[src/gspc_pkg.sv]
// ----------------------------------------------------------------------------
// gspc_pkg
// Shared types, constants and curve tables of the gas sensor ppm converter.
// ----------------------------------------------------------------------------
package gspc_pkg;

  // Window lengths and converter full scale.
  localparam int unsigned CAL_WINDOW     = 50;
  localparam int unsigned READ_WINDOW    = 5;
  localparam int unsigned ADC_FULL_SCALE = 1023;

  // Field and datapath widths.
  localparam int unsigned ADC_W   = 10;
  localparam int unsigned FS_W    = 12;
  localparam int unsigned PPM_W   = 15;
  localparam int unsigned SUM_W   = 36;
  localparam int unsigned CNT_W   = 6;
  localparam int unsigned DIV_W   = 52;
  localparam int unsigned DVS_W   = 32;
  localparam int unsigned L10_W   = 24;
  localparam int unsigned PADDR_W = 4;

  // Fixed-point constants, Q16.16 unless noted.
  localparam logic signed [31:0] LOG10_2_Q32 = 32'sd1292913987;
  localparam logic signed [31:0] CURVE_A     = 32'sd150733;
  localparam logic [31:0]        REF_RESET   = 32'd655360;
  localparam logic [PPM_W-1:0]   PPM_MAX     = '1;

  // Register indexes on the configuration port.
  localparam logic [1:0] REG_LOAD_RES  = 2'd0;
  localparam logic [1:0] REG_CLEAN_AIR = 2'd1;
  localparam logic [1:0] REG_SMOKE_THR = 2'd2;

  // Gas indexes.
  localparam logic [1:0] GAS_LPG = 2'd0;
  localparam logic [1:0] GAS_CO  = 2'd1;
  localparam logic [1:0] GAS_SMK = 2'd2;

  // Fan command codes.
  localparam logic [1:0] FAN_OFF     = 2'd0;
  localparam logic [1:0] FAN_ON      = 2'd1;
  localparam logic [1:0] FAN_UNKNOWN = 2'd2;

  // Status of a multi-cycle arithmetic unit.
  typedef struct packed {
    logic busy;
    logic done;
  } unit_stat_t;

  // Curve offset b of each gas.
  function automatic logic signed [L10_W-1:0] curve_b(input logic [1:0] gas);
    logic signed [L10_W-1:0] b;
    unique case (gas)
      GAS_LPG: b = 24'sd13763;
      GAS_CO:  b = 24'sd47186;
      GAS_SMK: b = 24'sd34734;
      default: b = '0;
    endcase
    return b;
  endfunction

  // Magnitude of the (negative) curve slope m of each gas.
  function automatic logic [15:0] curve_m_mag(input logic [1:0] gas);
    logic [15:0] m;
    unique case (gas)
      GAS_LPG: m = 16'd30802;
      GAS_CO:  m = 16'd22282;
      GAS_SMK: m = 16'd28836;
      default: m = 16'd1;
    endcase
    return m;
  endfunction

endpackage

[src/gspc_if.sv]
// ----------------------------------------------------------------------------
// gspc_in_if / gspc_out_if
// Valid/ready channels carrying sample items and result items.
// ----------------------------------------------------------------------------
interface gspc_in_if;
  import gspc_pkg::*;
  logic             valid;
  logic             ready;
  logic             command;
  logic [ADC_W-1:0] adc_sample;

  modport source (output valid, command, adc_sample, input ready);
  modport sink (input valid, command, adc_sample, output ready);
endinterface

interface gspc_out_if;
  import gspc_pkg::*;
  logic             valid;
  logic             ready;
  logic             result_kind;
  logic [31:0]      reference_resistance;
  logic [PPM_W-1:0] lpg_ppm;
  logic [PPM_W-1:0] co_ppm;
  logic [PPM_W-1:0] smoke_ppm;
  logic             fan_on;
  logic             fan_changed;
  logic             zero_sample_error;

  modport source (output valid, result_kind, reference_resistance, lpg_ppm, co_ppm,
                  smoke_ppm, fan_on, fan_changed, zero_sample_error, input ready);
  modport sink (input valid, result_kind, reference_resistance, lpg_ppm, co_ppm,
                smoke_ppm, fan_on, fan_changed, zero_sample_error, output ready);
endinterface

[src/gspc_div.sv]
// ----------------------------------------------------------------------------
// gspc_div
// Shared restoring divider, one quotient bit per cycle, unsigned operands.
// ----------------------------------------------------------------------------
module gspc_div (
  input  logic                        clk_i,
  input  logic                        rst_ni,
  input  logic                        start_i,
  input  logic [gspc_pkg::DIV_W-1:0]  dividend_i,
  input  logic [gspc_pkg::DVS_W-1:0]  divisor_i,
  output gspc_pkg::unit_stat_t        stat_o,
  output logic [gspc_pkg::DIV_W-1:0]  quotient_o
);
  import gspc_pkg::*;

  logic             busy_q, done_q;
  logic [CNT_W-1:0] cnt_q;
  logic [DVS_W-1:0] rem_q, dvs_q;
  logic [DIV_W-1:0] quo_q;
  logic [DVS_W:0]   trial, diff;
  logic             fits;

  // One trial subtraction per cycle.
  always_comb begin
    trial = {rem_q, quo_q[DIV_W-1]};
    diff  = trial - {1'b0, dvs_q};
    fits  = trial >= {1'b0, dvs_q};
  end

  // Sequencing of the iterations.
  always_ff @(posedge clk_i or negedge rst_ni) begin
    if (!rst_ni) begin
      busy_q <= 1'b0;
      done_q <= 1'b0;
      cnt_q  <= '0;
    end else if (start_i) begin
      busy_q <= 1'b1;
      done_q <= 1'b0;
      cnt_q  <= '0;
    end else if (busy_q) begin
      if (cnt_q == CNT_W'(DIV_W - 1)) begin
        busy_q <= 1'b0;
        done_q <= 1'b1;
      end
      cnt_q <= cnt_q + 1'b1;
    end else begin
      done_q <= 1'b0;
    end
  end

  // Partial remainder and quotient shift register.
  always_ff @(posedge clk_i) begin
    if (start_i) begin
      rem_q <= '0;
      dvs_q <= divisor_i;
      quo_q <= dividend_i;
    end else if (busy_q) begin
      rem_q <= fits ? diff[DVS_W-1:0] : trial[DVS_W-1:0];
      quo_q <= {quo_q[DIV_W-2:0], fits};
    end
  end

  assign stat_o.busy = busy_q;
  assign stat_o.done = done_q;
  assign quotient_o  = quo_q;

endmodule

[src/gspc_log.sv]
// ----------------------------------------------------------------------------
// gspc_log
// Iterative log10 of a nonzero unsigned Q16.16 value: leading-one search by
// single-bit shifts, sixteen squarings of a Q1.31 mantissa, then a scale.
// ----------------------------------------------------------------------------
module gspc_log (
  input  logic                               clk_i,
  input  logic                               rst_ni,
  input  logic                               start_i,
  input  logic [gspc_pkg::DIV_W-1:0]         x_i,
  output gspc_pkg::unit_stat_t               stat_o,
  output logic signed [gspc_pkg::L10_W-1:0]  log_o
);
  import gspc_pkg::*;

  localparam logic [2:0] PH_NORM  = 3'd0;
  localparam logic [2:0] PH_MUL   = 3'd1;
  localparam logic [2:0] PH_RED   = 3'd2;
  localparam logic [2:0] PH_SCALE = 3'd3;
  localparam logic [2:0] PH_OUT   = 3'd4;

  logic                busy_q, done_q;
  logic [2:0]          ph_q;
  logic [CNT_W-1:0]    pos_q;
  logic [3:0]          bit_q;
  logic [DIV_W-1:0]    n_q;
  logic [31:0]         m_q;
  logic [63:0]         prod_q;
  logic [15:0]         frac_q;
  logic signed [54:0]  lp_q;
  logic signed [L10_W-1:0] res_q;
  logic [32:0]         sq;
  logic signed [22:0]  v;
  logic [6:0]          ipart;

  always_comb begin
    sq    = prod_q[63:31];
    ipart = {1'b0, pos_q} - 7'd16;
    v     = $signed({ipart, frac_q});
  end

  // Phase control.
  always_ff @(posedge clk_i or negedge rst_ni) begin
    if (!rst_ni) begin
      busy_q <= 1'b0;
      done_q <= 1'b0;
      ph_q   <= PH_NORM;
      pos_q  <= '0;
      bit_q  <= '0;
    end else if (start_i) begin
      busy_q <= 1'b1;
      done_q <= 1'b0;
      ph_q   <= PH_NORM;
      pos_q  <= CNT_W'(DIV_W - 1);
      bit_q  <= 4'd15;
    end else if (busy_q) begin
      unique case (ph_q)
        PH_NORM: begin
          if (n_q[DIV_W-1] || pos_q == '0) begin
            ph_q <= PH_MUL;
          end else begin
            pos_q <= pos_q - 1'b1;
          end
        end
        PH_MUL: ph_q <= PH_RED;
        PH_RED: begin
          if (bit_q == '0) begin
            ph_q <= PH_SCALE;
          end else begin
            bit_q <= bit_q - 1'b1;
            ph_q  <= PH_MUL;
          end
        end
        PH_SCALE: ph_q <= PH_OUT;
        PH_OUT: begin
          busy_q <= 1'b0;
          done_q <= 1'b1;
        end
        default: ph_q <= PH_NORM;
      endcase
    end else begin
      done_q <= 1'b0;
    end
  end

  // Datapath: normalize, square, reduce, scale by log10(2).
  always_ff @(posedge clk_i) begin
    if (start_i) begin
      n_q    <= x_i;
      frac_q <= '0;
    end else if (busy_q) begin
      unique case (ph_q)
        PH_NORM: begin
          if (n_q[DIV_W-1] || pos_q == '0) begin
            m_q <= n_q[DIV_W-1 -: 32];
          end else begin
            n_q <= {n_q[DIV_W-2:0], 1'b0};
          end
        end
        PH_MUL: prod_q <= m_q * m_q;
        PH_RED: begin
          if (sq[32]) begin
            m_q           <= sq[32:1];
            frac_q[bit_q] <= 1'b1;
          end else begin
            m_q <= sq[31:0];
          end
        end
        PH_SCALE: lp_q <= v * LOG10_2_Q32;
        PH_OUT:   res_q <= {lp_q[54], lp_q[54:32]};
        default: ;
      endcase
    end
  end

  assign stat_o.busy = busy_q;
  assign stat_o.done = done_q;
  assign log_o       = res_q;

endmodule

[src/gas_sensor_ppm_converter_unit.sv]
// ----------------------------------------------------------------------------
// gas_sensor_ppm_converter_unit
// Turns ADC samples into sensor resistance, averages windows, keeps the
// clean-air reference and reports LPG, CO and smoke ppm with a fan command.
// ----------------------------------------------------------------------------
// Usage:
// Samples enter on sample_i (command, adc_sample); a result item leaves on
// result_o only when a window closes: 50 calibration samples or 5
// measurement samples. A change of command restarts the window.
// Registers (load resistor, clean-air factor, smoke threshold) are to be
// written over the APB port only while the block is idle; the block itself
// does not enforce this. pready is always high. One shared 52-step divider
// and one iterative log10 unit do all the work. A sample that does not close
// a window passes through the divider before the next item is accepted; a
// zero or full-scale reading needs no division. A calibration close adds two
// divisions. A measurement close adds two divisions, one log10 and, per gas,
// a division and a 15-step binary search of log10 evaluations.
// sample_i.ready is high only between items. A finished result sits in an
// output register; the next item is accepted meanwhile, but its own result
// waits until the receiver has taken the previous one.
// Reset clears the window, sets the reference to 10.0 kilo-ohms, the fan
// state to unknown and the registers to their defaults.
// ----------------------------------------------------------------------------
module gas_sensor_ppm_converter_unit (
  input  logic                            clk_i,
  input  logic                            rst_ni,
  gspc_in_if.sink                         sample_i,
  gspc_out_if.source                      result_o,
  input  logic                            psel,
  input  logic                            penable,
  input  logic                            pwrite,
  input  logic [gspc_pkg::PADDR_W-1:0]    paddr,
  input  logic [31:0]                     pwdata,
  output logic [31:0]                     prdata,
  output logic                            pready
);
  import gspc_pkg::*;

  localparam logic [3:0] S_IDLE = 4'd0;
  localparam logic [3:0] S_SDIV = 4'd1;
  localparam logic [3:0] S_ACC  = 4'd2;
  localparam logic [3:0] S_AVG  = 4'd3;
  localparam logic [3:0] S_REF  = 4'd4;
  localparam logic [3:0] S_RAT  = 4'd5;
  localparam logic [3:0] S_LRAT = 4'd6;
  localparam logic [3:0] S_CURV = 4'd7;
  localparam logic [3:0] S_CDIV = 4'd8;
  localparam logic [3:0] S_SRCH = 4'd9;
  localparam logic [3:0] S_SLOG = 4'd10;
  localparam logic [3:0] S_FAN  = 4'd11;
  localparam logic [3:0] S_OUT  = 4'd12;

  // Configuration registers.
  logic [7:0]       rl_q;
  logic [15:0]      caf_q;
  logic [PPM_W-1:0] thr_q;
  logic             cfg_wr;

  // Sequencer state.
  logic [3:0]       state_q, state_d;
  logic             mode_q, mode_d;
  logic [CNT_W-1:0] count_q, count_d;
  logic [SUM_W-1:0] sum_q, sum_d;
  logic             zero_q, zero_d;
  logic [31:0]      ref_q, ref_d;
  logic [1:0]       fan_q, fan_d;
  logic             cmd_q, cmd_d;
  logic [31:0]      res_q, res_d;
  logic             zflag_q, zflag_d;
  logic signed [L10_W-1:0] l10_q, l10_d;
  logic [1:0]       gas_q, gas_d;
  logic             dneg_q, dneg_d;
  logic signed [31:0] e_q, e_d;
  logic [PPM_W-1:0] p_q, p_d;
  logic [3:0]       bit_q, bit_d;
  logic [PPM_W-1:0] ppm_q [0:2];
  logic [PPM_W-1:0] ppm_d [0:2];
  logic             fon_q, fon_d;
  logic             chg_q, chg_d;

  // Output register.
  logic             ov_q;
  logic             out_load;
  logic             okind_q, ofon_q, ochg_q, ozero_q;
  logic [31:0]      oref_q;
  logic [PPM_W-1:0] olpg_q, oco_q, osmk_q;

  // Shared units.
  logic             div_start, log_start;
  logic [DIV_W-1:0] div_dividend, div_quo, log_x;
  logic [DVS_W-1:0] div_divisor;
  unit_stat_t       div_stat, log_stat;
  logic signed [L10_W-1:0] log_res;

  // Helpers.
  logic             accept;
  logic [CNT_W-1:0] window, cnt_next;
  logic [SUM_W:0]   sum_wide;
  logic [SUM_W-1:0] sum_new;
  logic signed [L10_W-1:0] dval;
  logic [L10_W-1:0] dmag;
  logic [15:0]      caf_eff;
  logic [PPM_W-1:0] cand;
  logic signed [31:0] e_new, log_ext;

  gspc_div u_div (
    .clk_i      (clk_i),
    .rst_ni     (rst_ni),
    .start_i    (div_start),
    .dividend_i (div_dividend),
    .divisor_i  (div_divisor),
    .stat_o     (div_stat),
    .quotient_o (div_quo)
  );

  gspc_log u_log (
    .clk_i   (clk_i),
    .rst_ni  (rst_ni),
    .start_i (log_start),
    .x_i     (log_x),
    .stat_o  (log_stat),
    .log_o   (log_res)
  );

  // APB register file.
  assign pready = 1'b1;
  assign cfg_wr = psel && penable && pwrite;

  always_ff @(posedge clk_i or negedge rst_ni) begin
    if (!rst_ni) begin
      rl_q  <= 8'd5;
      caf_q <= 16'd2516;
      thr_q <= 15'd100;
    end else if (cfg_wr) begin
      unique case (paddr[3:2])
        REG_LOAD_RES:  rl_q  <= pwdata[7:0];
        REG_CLEAN_AIR: caf_q <= pwdata[15:0];
        REG_SMOKE_THR: thr_q <= pwdata[PPM_W-1:0];
        default: ;
      endcase
    end
  end

  always_comb begin
    unique case (paddr[3:2])
      REG_LOAD_RES:  prdata = {24'd0, rl_q};
      REG_CLEAN_AIR: prdata = {16'd0, caf_q};
      REG_SMOKE_THR: prdata = {17'd0, thr_q};
      default:       prdata = '0;
    endcase
  end

  // Handshake on the input side.
  assign sample_i.ready = (state_q == S_IDLE);
  assign accept         = sample_i.valid && (state_q == S_IDLE);
  assign out_load       = (state_q == S_OUT) && (!ov_q || result_o.ready);

  // Sequencer.
  always_comb begin
    state_d = state_q;
    mode_d  = mode_q;
    count_d = count_q;
    sum_d   = sum_q;
    zero_d  = zero_q;
    ref_d   = ref_q;
    fan_d   = fan_q;
    cmd_d   = cmd_q;
    res_d   = res_q;
    zflag_d = zflag_q;
    l10_d   = l10_q;
    gas_d   = gas_q;
    dneg_d  = dneg_q;
    e_d     = e_q;
    p_d     = p_q;
    bit_d   = bit_q;
    ppm_d   = ppm_q;
    fon_d   = fon_q;
    chg_d   = chg_q;

    div_start    = 1'b0;
    div_dividend = '0;
    div_divisor  = '0;
    log_start    = 1'b0;
    log_x        = '0;

    window   = cmd_q ? CNT_W'(READ_WINDOW) : CNT_W'(CAL_WINDOW);
    cnt_next = count_q + 1'b1;
    sum_wide = {1'b0, sum_q} + {5'd0, res_q};
    sum_new  = sum_wide[SUM_W] ? '1 : sum_wide[SUM_W-1:0];
    dval     = l10_q - curve_b(gas_q);
    dmag     = dval[L10_W-1] ? L10_W'(-dval) : L10_W'(dval);
    caf_eff  = (caf_q == '0) ? 16'd1 : caf_q;
    cand     = p_q | (PPM_W'(1) << bit_q);
    e_new    = dneg_q ? CURVE_A + $signed(div_quo[31:0]) : CURVE_A - $signed(div_quo[31:0]);
    log_ext  = 32'(log_res);

    unique case (state_q)
      // Accept a sample; a zero or full-scale reading needs no division.
      S_IDLE: begin
        if (accept) begin
          cmd_d = sample_i.command;
          if (sample_i.command != mode_q) begin
            sum_d   = '0;
            count_d = '0;
            zero_d  = 1'b0;
            mode_d  = sample_i.command;
          end
          if (sample_i.adc_sample == '0) begin
            zero_d  = 1'b1;
            res_d   = '1;
            state_d = S_ACC;
          end else if (FS_W'(sample_i.adc_sample) >= FS_W'(ADC_FULL_SCALE)) begin
            res_d   = '0;
            state_d = S_ACC;
          end else begin
            div_start    = 1'b1;
            div_dividend = {{(DIV_W-36){1'b0}},
                            20'(rl_q) * 20'(FS_W'(ADC_FULL_SCALE) - FS_W'(sample_i.adc_sample)),
                            16'd0};
            div_divisor  = DVS_W'(sample_i.adc_sample);
            state_d      = S_SDIV;
          end
        end
      end
      // Sample resistance, capped at 32 bits.
      S_SDIV: begin
        if (div_stat.done) begin
          res_d   = (div_quo[DIV_W-1:32] != '0) ? '1 : div_quo[31:0];
          state_d = S_ACC;
        end
      end
      // Add to the window; a full window starts the average.
      S_ACC: begin
        if (cnt_next < window) begin
          sum_d   = sum_new;
          count_d = cnt_next;
          state_d = S_IDLE;
        end else begin
          div_start    = 1'b1;
          div_dividend = DIV_W'(sum_new);
          div_divisor  = DVS_W'(window);
          zflag_d      = zero_q;
          sum_d        = '0;
          count_d      = '0;
          zero_d       = 1'b0;
          state_d      = S_AVG;
        end
      end
      // Average ready: calibrate or form the ratio; a zero reference skips to the fan.
      S_AVG: begin
        if (div_stat.done) begin
          ppm_d[GAS_LPG] = '0;
          ppm_d[GAS_CO]  = '0;
          ppm_d[GAS_SMK] = '0;
          if (!cmd_q) begin
            div_start    = 1'b1;
            div_dividend = {8'd0, div_quo[SUM_W-1:0], 8'd0};
            div_divisor  = DVS_W'(caf_eff);
            state_d      = S_REF;
          end else if (ref_q == '0) begin
            state_d = S_FAN;
          end else begin
            div_start    = 1'b1;
            div_dividend = {div_quo[SUM_W-1:0], 16'd0};
            div_divisor  = ref_q;
            state_d      = S_RAT;
          end
        end
      end
      // New reference resistance.
      S_REF: begin
        if (div_stat.done) begin
          ref_d   = (div_quo[DIV_W-1:32] != '0) ? '1 : div_quo[31:0];
          fon_d   = (fan_q == FAN_ON);
          chg_d   = 1'b0;
          state_d = S_OUT;
        end
      end
      // Ratio ready: a zero ratio saturates all gases.
      S_RAT: begin
        if (div_stat.done) begin
          if (div_quo == '0) begin
            ppm_d[GAS_LPG] = PPM_MAX;
            ppm_d[GAS_CO]  = PPM_MAX;
            ppm_d[GAS_SMK] = PPM_MAX;
            state_d = S_FAN;
          end else begin
            log_start = 1'b1;
            log_x     = div_quo;
            state_d   = S_LRAT;
          end
        end
      end
      S_LRAT: begin
        if (log_stat.done) begin
          l10_d   = log_res;
          gas_d   = GAS_LPG;
          state_d = S_CURV;
        end
      end
      // Exponent of the current gas curve.
      S_CURV: begin
        div_start    = 1'b1;
        div_dividend = {12'd0, dmag, 16'd0};
        div_divisor  = DVS_W'(curve_m_mag(gas_q));
        dneg_d       = dval[L10_W-1];
        state_d      = S_CDIV;
      end
      S_CDIV: begin
        if (div_stat.done) begin
          e_d   = e_new;
          p_d   = '0;
          bit_d = 4'd14;
          if (e_new < 0) begin
            ppm_d[gas_q] = '0;
            if (gas_q == GAS_SMK) begin
              state_d = S_FAN;
            end else begin
              gas_d   = gas_q + 1'b1;
              state_d = S_CURV;
            end
          end else begin
            state_d = S_SRCH;
          end
        end
      end
      // Binary search for the largest ppm whose log10 fits the exponent.
      S_SRCH: begin
        log_start = 1'b1;
        log_x     = DIV_W'({cand, 16'd0});
        state_d   = S_SLOG;
      end
      S_SLOG: begin
        if (log_stat.done) begin
          if (log_ext <= e_q) begin
            p_d = cand;
          end
          if (bit_q == '0) begin
            ppm_d[gas_q] = (log_ext <= e_q) ? cand : p_q;
            if (gas_q == GAS_SMK) begin
              state_d = S_FAN;
            end else begin
              gas_d   = gas_q + 1'b1;
              state_d = S_CURV;
            end
          end else begin
            bit_d   = bit_q - 1'b1;
            state_d = S_SRCH;
          end
        end
      end
      // Fan decision from smoke.
      S_FAN: begin
        fon_d   = ppm_q[GAS_SMK] > thr_q;
        chg_d   = {1'b0, fon_d} != fan_q;
        fan_d   = fon_d ? FAN_ON : FAN_OFF;
        state_d = S_OUT;
      end
      S_OUT: begin
        if (out_load) begin
          state_d = S_IDLE;
        end
      end
      default: state_d = S_IDLE;
    endcase
  end

  // Control state.
  always_ff @(posedge clk_i or negedge rst_ni) begin
    if (!rst_ni) begin
      state_q <= S_IDLE;
      mode_q  <= 1'b0;
      count_q <= '0;
      sum_q   <= '0;
      zero_q  <= 1'b0;
      ref_q   <= REF_RESET;
      fan_q   <= FAN_UNKNOWN;
      gas_q   <= GAS_LPG;
      bit_q   <= '0;
      ov_q    <= 1'b0;
    end else begin
      state_q <= state_d;
      mode_q  <= mode_d;
      count_q <= count_d;
      sum_q   <= sum_d;
      zero_q  <= zero_d;
      ref_q   <= ref_d;
      fan_q   <= fan_d;
      gas_q   <= gas_d;
      bit_q   <= bit_d;
      if (out_load) begin
        ov_q <= 1'b1;
      end else if (result_o.ready) begin
        ov_q <= 1'b0;
      end
    end
  end

  // Working payload registers.
  always_ff @(posedge clk_i) begin
    cmd_q   <= cmd_d;
    res_q   <= res_d;
    zflag_q <= zflag_d;
    l10_q   <= l10_d;
    dneg_q  <= dneg_d;
    e_q     <= e_d;
    p_q     <= p_d;
    ppm_q   <= ppm_d;
    fon_q   <= fon_d;
    chg_q   <= chg_d;
  end

  // Output register.
  always_ff @(posedge clk_i) begin
    if (out_load) begin
      okind_q <= cmd_q;
      oref_q  <= ref_q;
      olpg_q  <= ppm_q[GAS_LPG];
      oco_q   <= ppm_q[GAS_CO];
      osmk_q  <= ppm_q[GAS_SMK];
      ofon_q  <= fon_q;
      ochg_q  <= chg_q;
      ozero_q <= zflag_q;
    end
  end

  assign result_o.valid                = ov_q;
  assign result_o.result_kind          = okind_q;
  assign result_o.reference_resistance = oref_q;
  assign result_o.lpg_ppm              = olpg_q;
  assign result_o.co_ppm               = oco_q;
  assign result_o.smoke_ppm            = osmk_q;
  assign result_o.fan_on               = ofon_q;
  assign result_o.fan_changed          = ochg_q;
  assign result_o.zero_sample_error    = ozero_q;

  // An accepted item always leaves the idle state at once.
  a_accept_busy: assert property (@(posedge clk_i) disable iff (!rst_ni)
    accept |=> !sample_i.ready)
    else $error("input still ready after an accepted item");

  // The window count never reaches the window length of its mode.
  a_count_bound: assert property (@(posedge clk_i) disable iff (!rst_ni)
    (mode_q ? CNT_W'(READ_WINDOW) : CNT_W'(CAL_WINDOW)) > count_q)
    else $error("window count overran its window");

  // The shared divider is never restarted while it iterates.
  a_div_start: assert property (@(posedge clk_i) disable iff (!rst_ni)
    div_start |-> !div_stat.busy)
    else $error("divider started while busy");

  // The log unit is never restarted while it iterates.
  a_log_start: assert property (@(posedge clk_i) disable iff (!rst_ni)
    log_start |-> !log_stat.busy)
    else $error("log unit started while busy");

endmodule
[src/flat_wrapper.sv]
// flat-port wrapper written by rule: the top's interface ports become plain ports
module gas_sensor_ppm_converter_unit_flat import gspc_pkg::*;
  (clk_i, rst_ni, psel, penable, pwrite, paddr, pwdata, prdata, pready, sample_i_valid, sample_i_command, sample_i_adc_sample, sample_i_ready, result_o_valid, result_o_result_kind, result_o_reference_resistance, result_o_lpg_ppm, result_o_co_ppm, result_o_smoke_ppm, result_o_fan_on, result_o_fan_changed, result_o_zero_sample_error, result_o_ready);
  gspc_in_if sample_i_i ();
  gspc_out_if result_o_i ();
  input  logic clk_i;
  input  logic rst_ni;
  input  logic psel;
  input  logic penable;
  input  logic pwrite;
  input  logic [gspc_pkg::PADDR_W-1:0] paddr;
  input  logic [31:0] pwdata;
  output logic [31:0] prdata;
  output logic pready;
  input wire logic [$bits(sample_i_i.valid)-1:0] sample_i_valid;
  input wire logic [$bits(sample_i_i.command)-1:0] sample_i_command;
  input wire logic [$bits(sample_i_i.adc_sample)-1:0] sample_i_adc_sample;
  output wire logic [$bits(sample_i_i.ready)-1:0] sample_i_ready;
  output wire logic [$bits(result_o_i.valid)-1:0] result_o_valid;
  output wire logic [$bits(result_o_i.result_kind)-1:0] result_o_result_kind;
  output wire logic [$bits(result_o_i.reference_resistance)-1:0] result_o_reference_resistance;
  output wire logic [$bits(result_o_i.lpg_ppm)-1:0] result_o_lpg_ppm;
  output wire logic [$bits(result_o_i.co_ppm)-1:0] result_o_co_ppm;
  output wire logic [$bits(result_o_i.smoke_ppm)-1:0] result_o_smoke_ppm;
  output wire logic [$bits(result_o_i.fan_on)-1:0] result_o_fan_on;
  output wire logic [$bits(result_o_i.fan_changed)-1:0] result_o_fan_changed;
  output wire logic [$bits(result_o_i.zero_sample_error)-1:0] result_o_zero_sample_error;
  input wire logic [$bits(result_o_i.ready)-1:0] result_o_ready;
  assign sample_i_i.valid = sample_i_valid;
  assign sample_i_i.command = sample_i_command;
  assign sample_i_i.adc_sample = sample_i_adc_sample;
  assign sample_i_ready = sample_i_i.ready;
  assign result_o_valid = result_o_i.valid;
  assign result_o_result_kind = result_o_i.result_kind;
  assign result_o_reference_resistance = result_o_i.reference_resistance;
  assign result_o_lpg_ppm = result_o_i.lpg_ppm;
  assign result_o_co_ppm = result_o_i.co_ppm;
  assign result_o_smoke_ppm = result_o_i.smoke_ppm;
  assign result_o_fan_on = result_o_i.fan_on;
  assign result_o_fan_changed = result_o_i.fan_changed;
  assign result_o_zero_sample_error = result_o_i.zero_sample_error;
  assign result_o_i.ready = result_o_ready;
  gas_sensor_ppm_converter_unit u_core (.clk_i(clk_i), .rst_ni(rst_ni), .sample_i(sample_i_i), .result_o(result_o_i), .psel(psel), .penable(penable), .pwrite(pwrite), .paddr(paddr), .pwdata(pwdata), .prdata(prdata), .pready(pready));
endmodule
[config.mk]
export PLATFORM = sky130hd
export DESIGN_NAME = gas_sensor_ppm_converter_unit_flat
export DESIGN_NICKNAME = d
export VERILOG_FILES = /design/src/gspc_pkg.sv /design/src/gspc_if.sv /design/src/gspc_div.sv /design/src/gspc_log.sv /design/src/gas_sensor_ppm_converter_unit.sv /design/src/flat_wrapper.sv
export SDC_FILE = /design/constraint.sdc
export NUM_CORES = 2
export LEC_CHECK = 0
export BUFFER_PORTS_ARGS = -buffer_cell sky130_fd_sc_hd__buf_2
export CORE_ASPECT_RATIO = 0.5
export CORE_UTILIZATION = 34
export DETAILED_ROUTE_END_ITERATION = 12
export SLEW_MARGIN = 20
export SYNTH_ARGS = -nofsm -noshare
export SYNTH_HDL_FRONTEND = slang
export SYNTH_HIERARCHICAL = 1
export SYNTH_SLANG_ARGS = --single-unit
[constraint.sdc]
create_clock -name clk_i -period 6.83 [get_ports clk_i]
set_input_delay 0.3415 -clock clk_i [delete_from_list [all_inputs] [get_ports clk_i]]
set_output_delay 0.3415 -clock clk_i [all_outputs]
set_load 0.03 [all_outputs]
==> reports/summary.txt <==
CLOCK TREE
------------------------------------------------------------------------------------
Deepest clock path buffer count .......................................            3
# clock sinks .........................................................          680
TritonCTS clock tree ..................................................        built
Clock root buffer .....................................................    clkbuf_16
Number of H-tree levels ...............................................            3
Number of buffers inserted during clock tree synthesis ................           76
Clock transition at the registers of the reported paths ...............        60 ps
Worst-skew pair later-pin latency .....................................       700 ps

ROUTE
------------------------------------------------------------------------------------
Wire length after detailed routing ....................................       236 mm
Vias post-DR ..........................................................        59.2k
Number of nets with antenna violations after routing ..................            0
Routed vias/inst ......................................................         5.07
Average detailed-routed wire length per instance ......................      20.3 µm
DRC violation count after routing .....................................            0
Initial DRC count .....................................................        4,948
First-pass iteration count of the detailed router .....................            5

SETUP PATH
------------------------------------------------------------------------------------
Logic depth of the worst register-to-register path ....................           26
Number of cells on the critical path ..................................           26
Startpoint type of the worst setup path ...............................     register
Arrival @ worst endpoint ..............................................      7950 ps
Launch instance of the worst register-to-register path ................ u_core/u_log/m_q[15]
Maximum cell stage delay along the critical path ......................       550 ps
Cell with the most instances on the worst path ........................         fa_1
Worst R2R End ......................................................... u_core/u_log/prod_q[55]
Total buffers and inverters traversed by the critical path ............            7
Kind of capture point of the worst setup path .........................     register
Required time reported for the critical path endpoint .................      7260 ps
CP max stage cell .....................................................         fa_1
Critical path fanouts, max ............................................           10
Start-to-end type of the worst setup path ............................. register to register
CP top delay family ...................................................  adder cells
Minimum setup slack among reg-to-reg paths ............................      -690 ps

STA
------------------------------------------------------------------------------------
Number of failing setup endpoints in the final timing report ..........           33
Sum of negative setup slack ...........................................   -16,370 ps
Transition at the pin with the smallest max-transition slack ..........      1060 ps
Final Hold Violating Endpoints ........................................            0
Final Max Tran Viols ..................................................            0
Final min period ......................................................      7520 ps
Max Freq ..............................................................      133 MHz
Worst slew margin .....................................................        29.4%
Post-layout worst setup margin ........................................      -690 ps
Setup repair after global routing missed its margin ...................          yes
Clock skew ............................................................      32.9 ps
Final Cycle Share .....................................................         110%

FLOORPLAN
------------------------------------------------------------------------------------
Number of core rows ...................................................          124
Initial standard-cell utilization of the core .........................        34.2%
Area enclosed by the die boundary .....................................  232,000 µm²
Die Y-Extent ..........................................................       341 µm
Die Width .............................................................       681 µm
CORE AREA .............................................................  229,000 µm²
Top-level port count ..................................................          170

GLOBAL ROUTE
------------------------------------------------------------------------------------
Overall fraction of global-route tracks in use ........................        20.3%
Wire length of the first global-routing pass ..........................       365 mm
Vias in the first global route ........................................        60.6k
Maximum number of pins on one net before global-route repair ..........           95
Initial antenna violation count .......................................           13
Remaining Overflow, GRT ...............................................            0

LOGIC SYNTHESIS
------------------------------------------------------------------------------------
Cell area after synthesis .............................................   78,300 µm²
Yosys warnings ........................................................            6
Synth Instances .......................................................        7,953
Mean instance size in the synthesized netlist .........................     9.84 µm²

MIN PATH
------------------------------------------------------------------------------------
Cell depth of the worst hold path .....................................            3
Sink of the worst hold path ........................................... u_core/result_o.valid
Source of the worst hold timing path .................................. result_o_ready
Worst Hold Class ...................................................... input pin to register

FINISH
------------------------------------------------------------------------------------
Utilization after layout ..............................................        39.9%
Synthesis-to-finish area growth .......................................        16.5%
Area of all placed cells without fillers ..............................   91,200 µm²
Most frequent cells in the layout ..................................... 1,472 x inv_1, 971 x fa_1, 748 x ha_1, 607 x buf_4, 557 x nand2_1
Most common library cell in the layout ignoring fill and taps .........        inv_1
Fraction of layout cells with a size suffix above 1 ...................        16.2%
Nets ..................................................................        10.3k

PLACEMENT
------------------------------------------------------------------------------------
Worst setup slack before clock tree synthesis .........................      -862 ps
Post-Place Cell Area ..................................................   87,000 µm²
I/O Buffers ...........................................................          134
Half-perimeter wire length of the detailed placement result ...........       189 mm
Weighted congestion at the end of routability-driven global placement .        0.947

STATUS
------------------------------------------------------------------------------------
Result of the run ..................................................... complete, but fails checks
Violated checks ....................................................... setup timing

RUN
------------------------------------------------------------------------------------
Count of maximum capacitance violations ...............................            0

## worst min-delay path, cell delays in order
cell and delay (ps):
buf_2 70, nand2b_1 200, nand2_1 80
## stage by stage
step                      hold WS (ps)  instances
final                             68.0      11663
after floorplan                   45.9       7968
after CTS                         17.7      11648
after detailed placement           405      11454
after global routing              35.3      11662
after global placement             402      11454
## metal layers
metal	part of all wire, %	vias up	global-route usage (%)	routed length [µm]
met1	45	29760	29.0	106000
met3	7.2	319	3.26	17000
met5	0.022	-	0	52
li1	-	27252	-	-
met2	45	1825	32.4	107000
met4	2.4	6	4.77	5780
## state kept, by name, indices dropped and copies added, names as in the netlist, 23 cells and up
signal and cells:
u_core/e_q 32, u_core/l10_q 24, u_core/ppm_q 45, u_core/ref_q 32
u_core/res_q 32, u_core/result_o.reference_resistance 32, u_core/sum_q 36, u_core/u_div/dvs_q 32
u_core/u_div/quotient_o 52, u_core/u_div/rem_q 32, u_core/u_log/log_o 23, u_core/u_log/lp_q 23
u_core/u_log/m_q 32, u_core/u_log/n_q 52, u_core/u_log/prod_q 33
## cell type report
class                   count  area (µm²)
fillers                 22479      137000
repair buffers            839        6720
flip-flops and latches    680       19200
clock buffers              95        2030
inverters                1495        5620
multi-input cells        5419       53100
diodes                      2        5.00
clock inverters            46         619
well taps                3087        3860
## worst max path at each step
stage | from | to
after floorplan | u_core/u_log/m_q[5] | u_core/u_log/prod_q[57]
after global placement | u_core/u_log/m_q[7] | u_core/u_log/prod_q[57]
after detailed placement | u_core/u_log/m_q[4] | u_core/u_log/prod_q[57]
after CTS | u_core/u_log/m_q[4] | u_core/u_log/prod_q[57]
after global routing | u_core/u_log/m_q[15] | u_core/u_log/prod_q[57]
final | u_core/u_log/m_q[15] | u_core/u_log/prod_q[55]
## timing repair
item,4_1_cts,5_1_grt
pin swaps,157,26
cloned,2,0
hold endpoints to repair,121,0
resized for setup,205,24
hold buffers,18,0
setup buffers,35,14
setup endpoints to repair,33,33
Power is left out: the tool's default activity adds up to more than one toggle a clock period on the data nets, which glitch-free logic cannot reach.
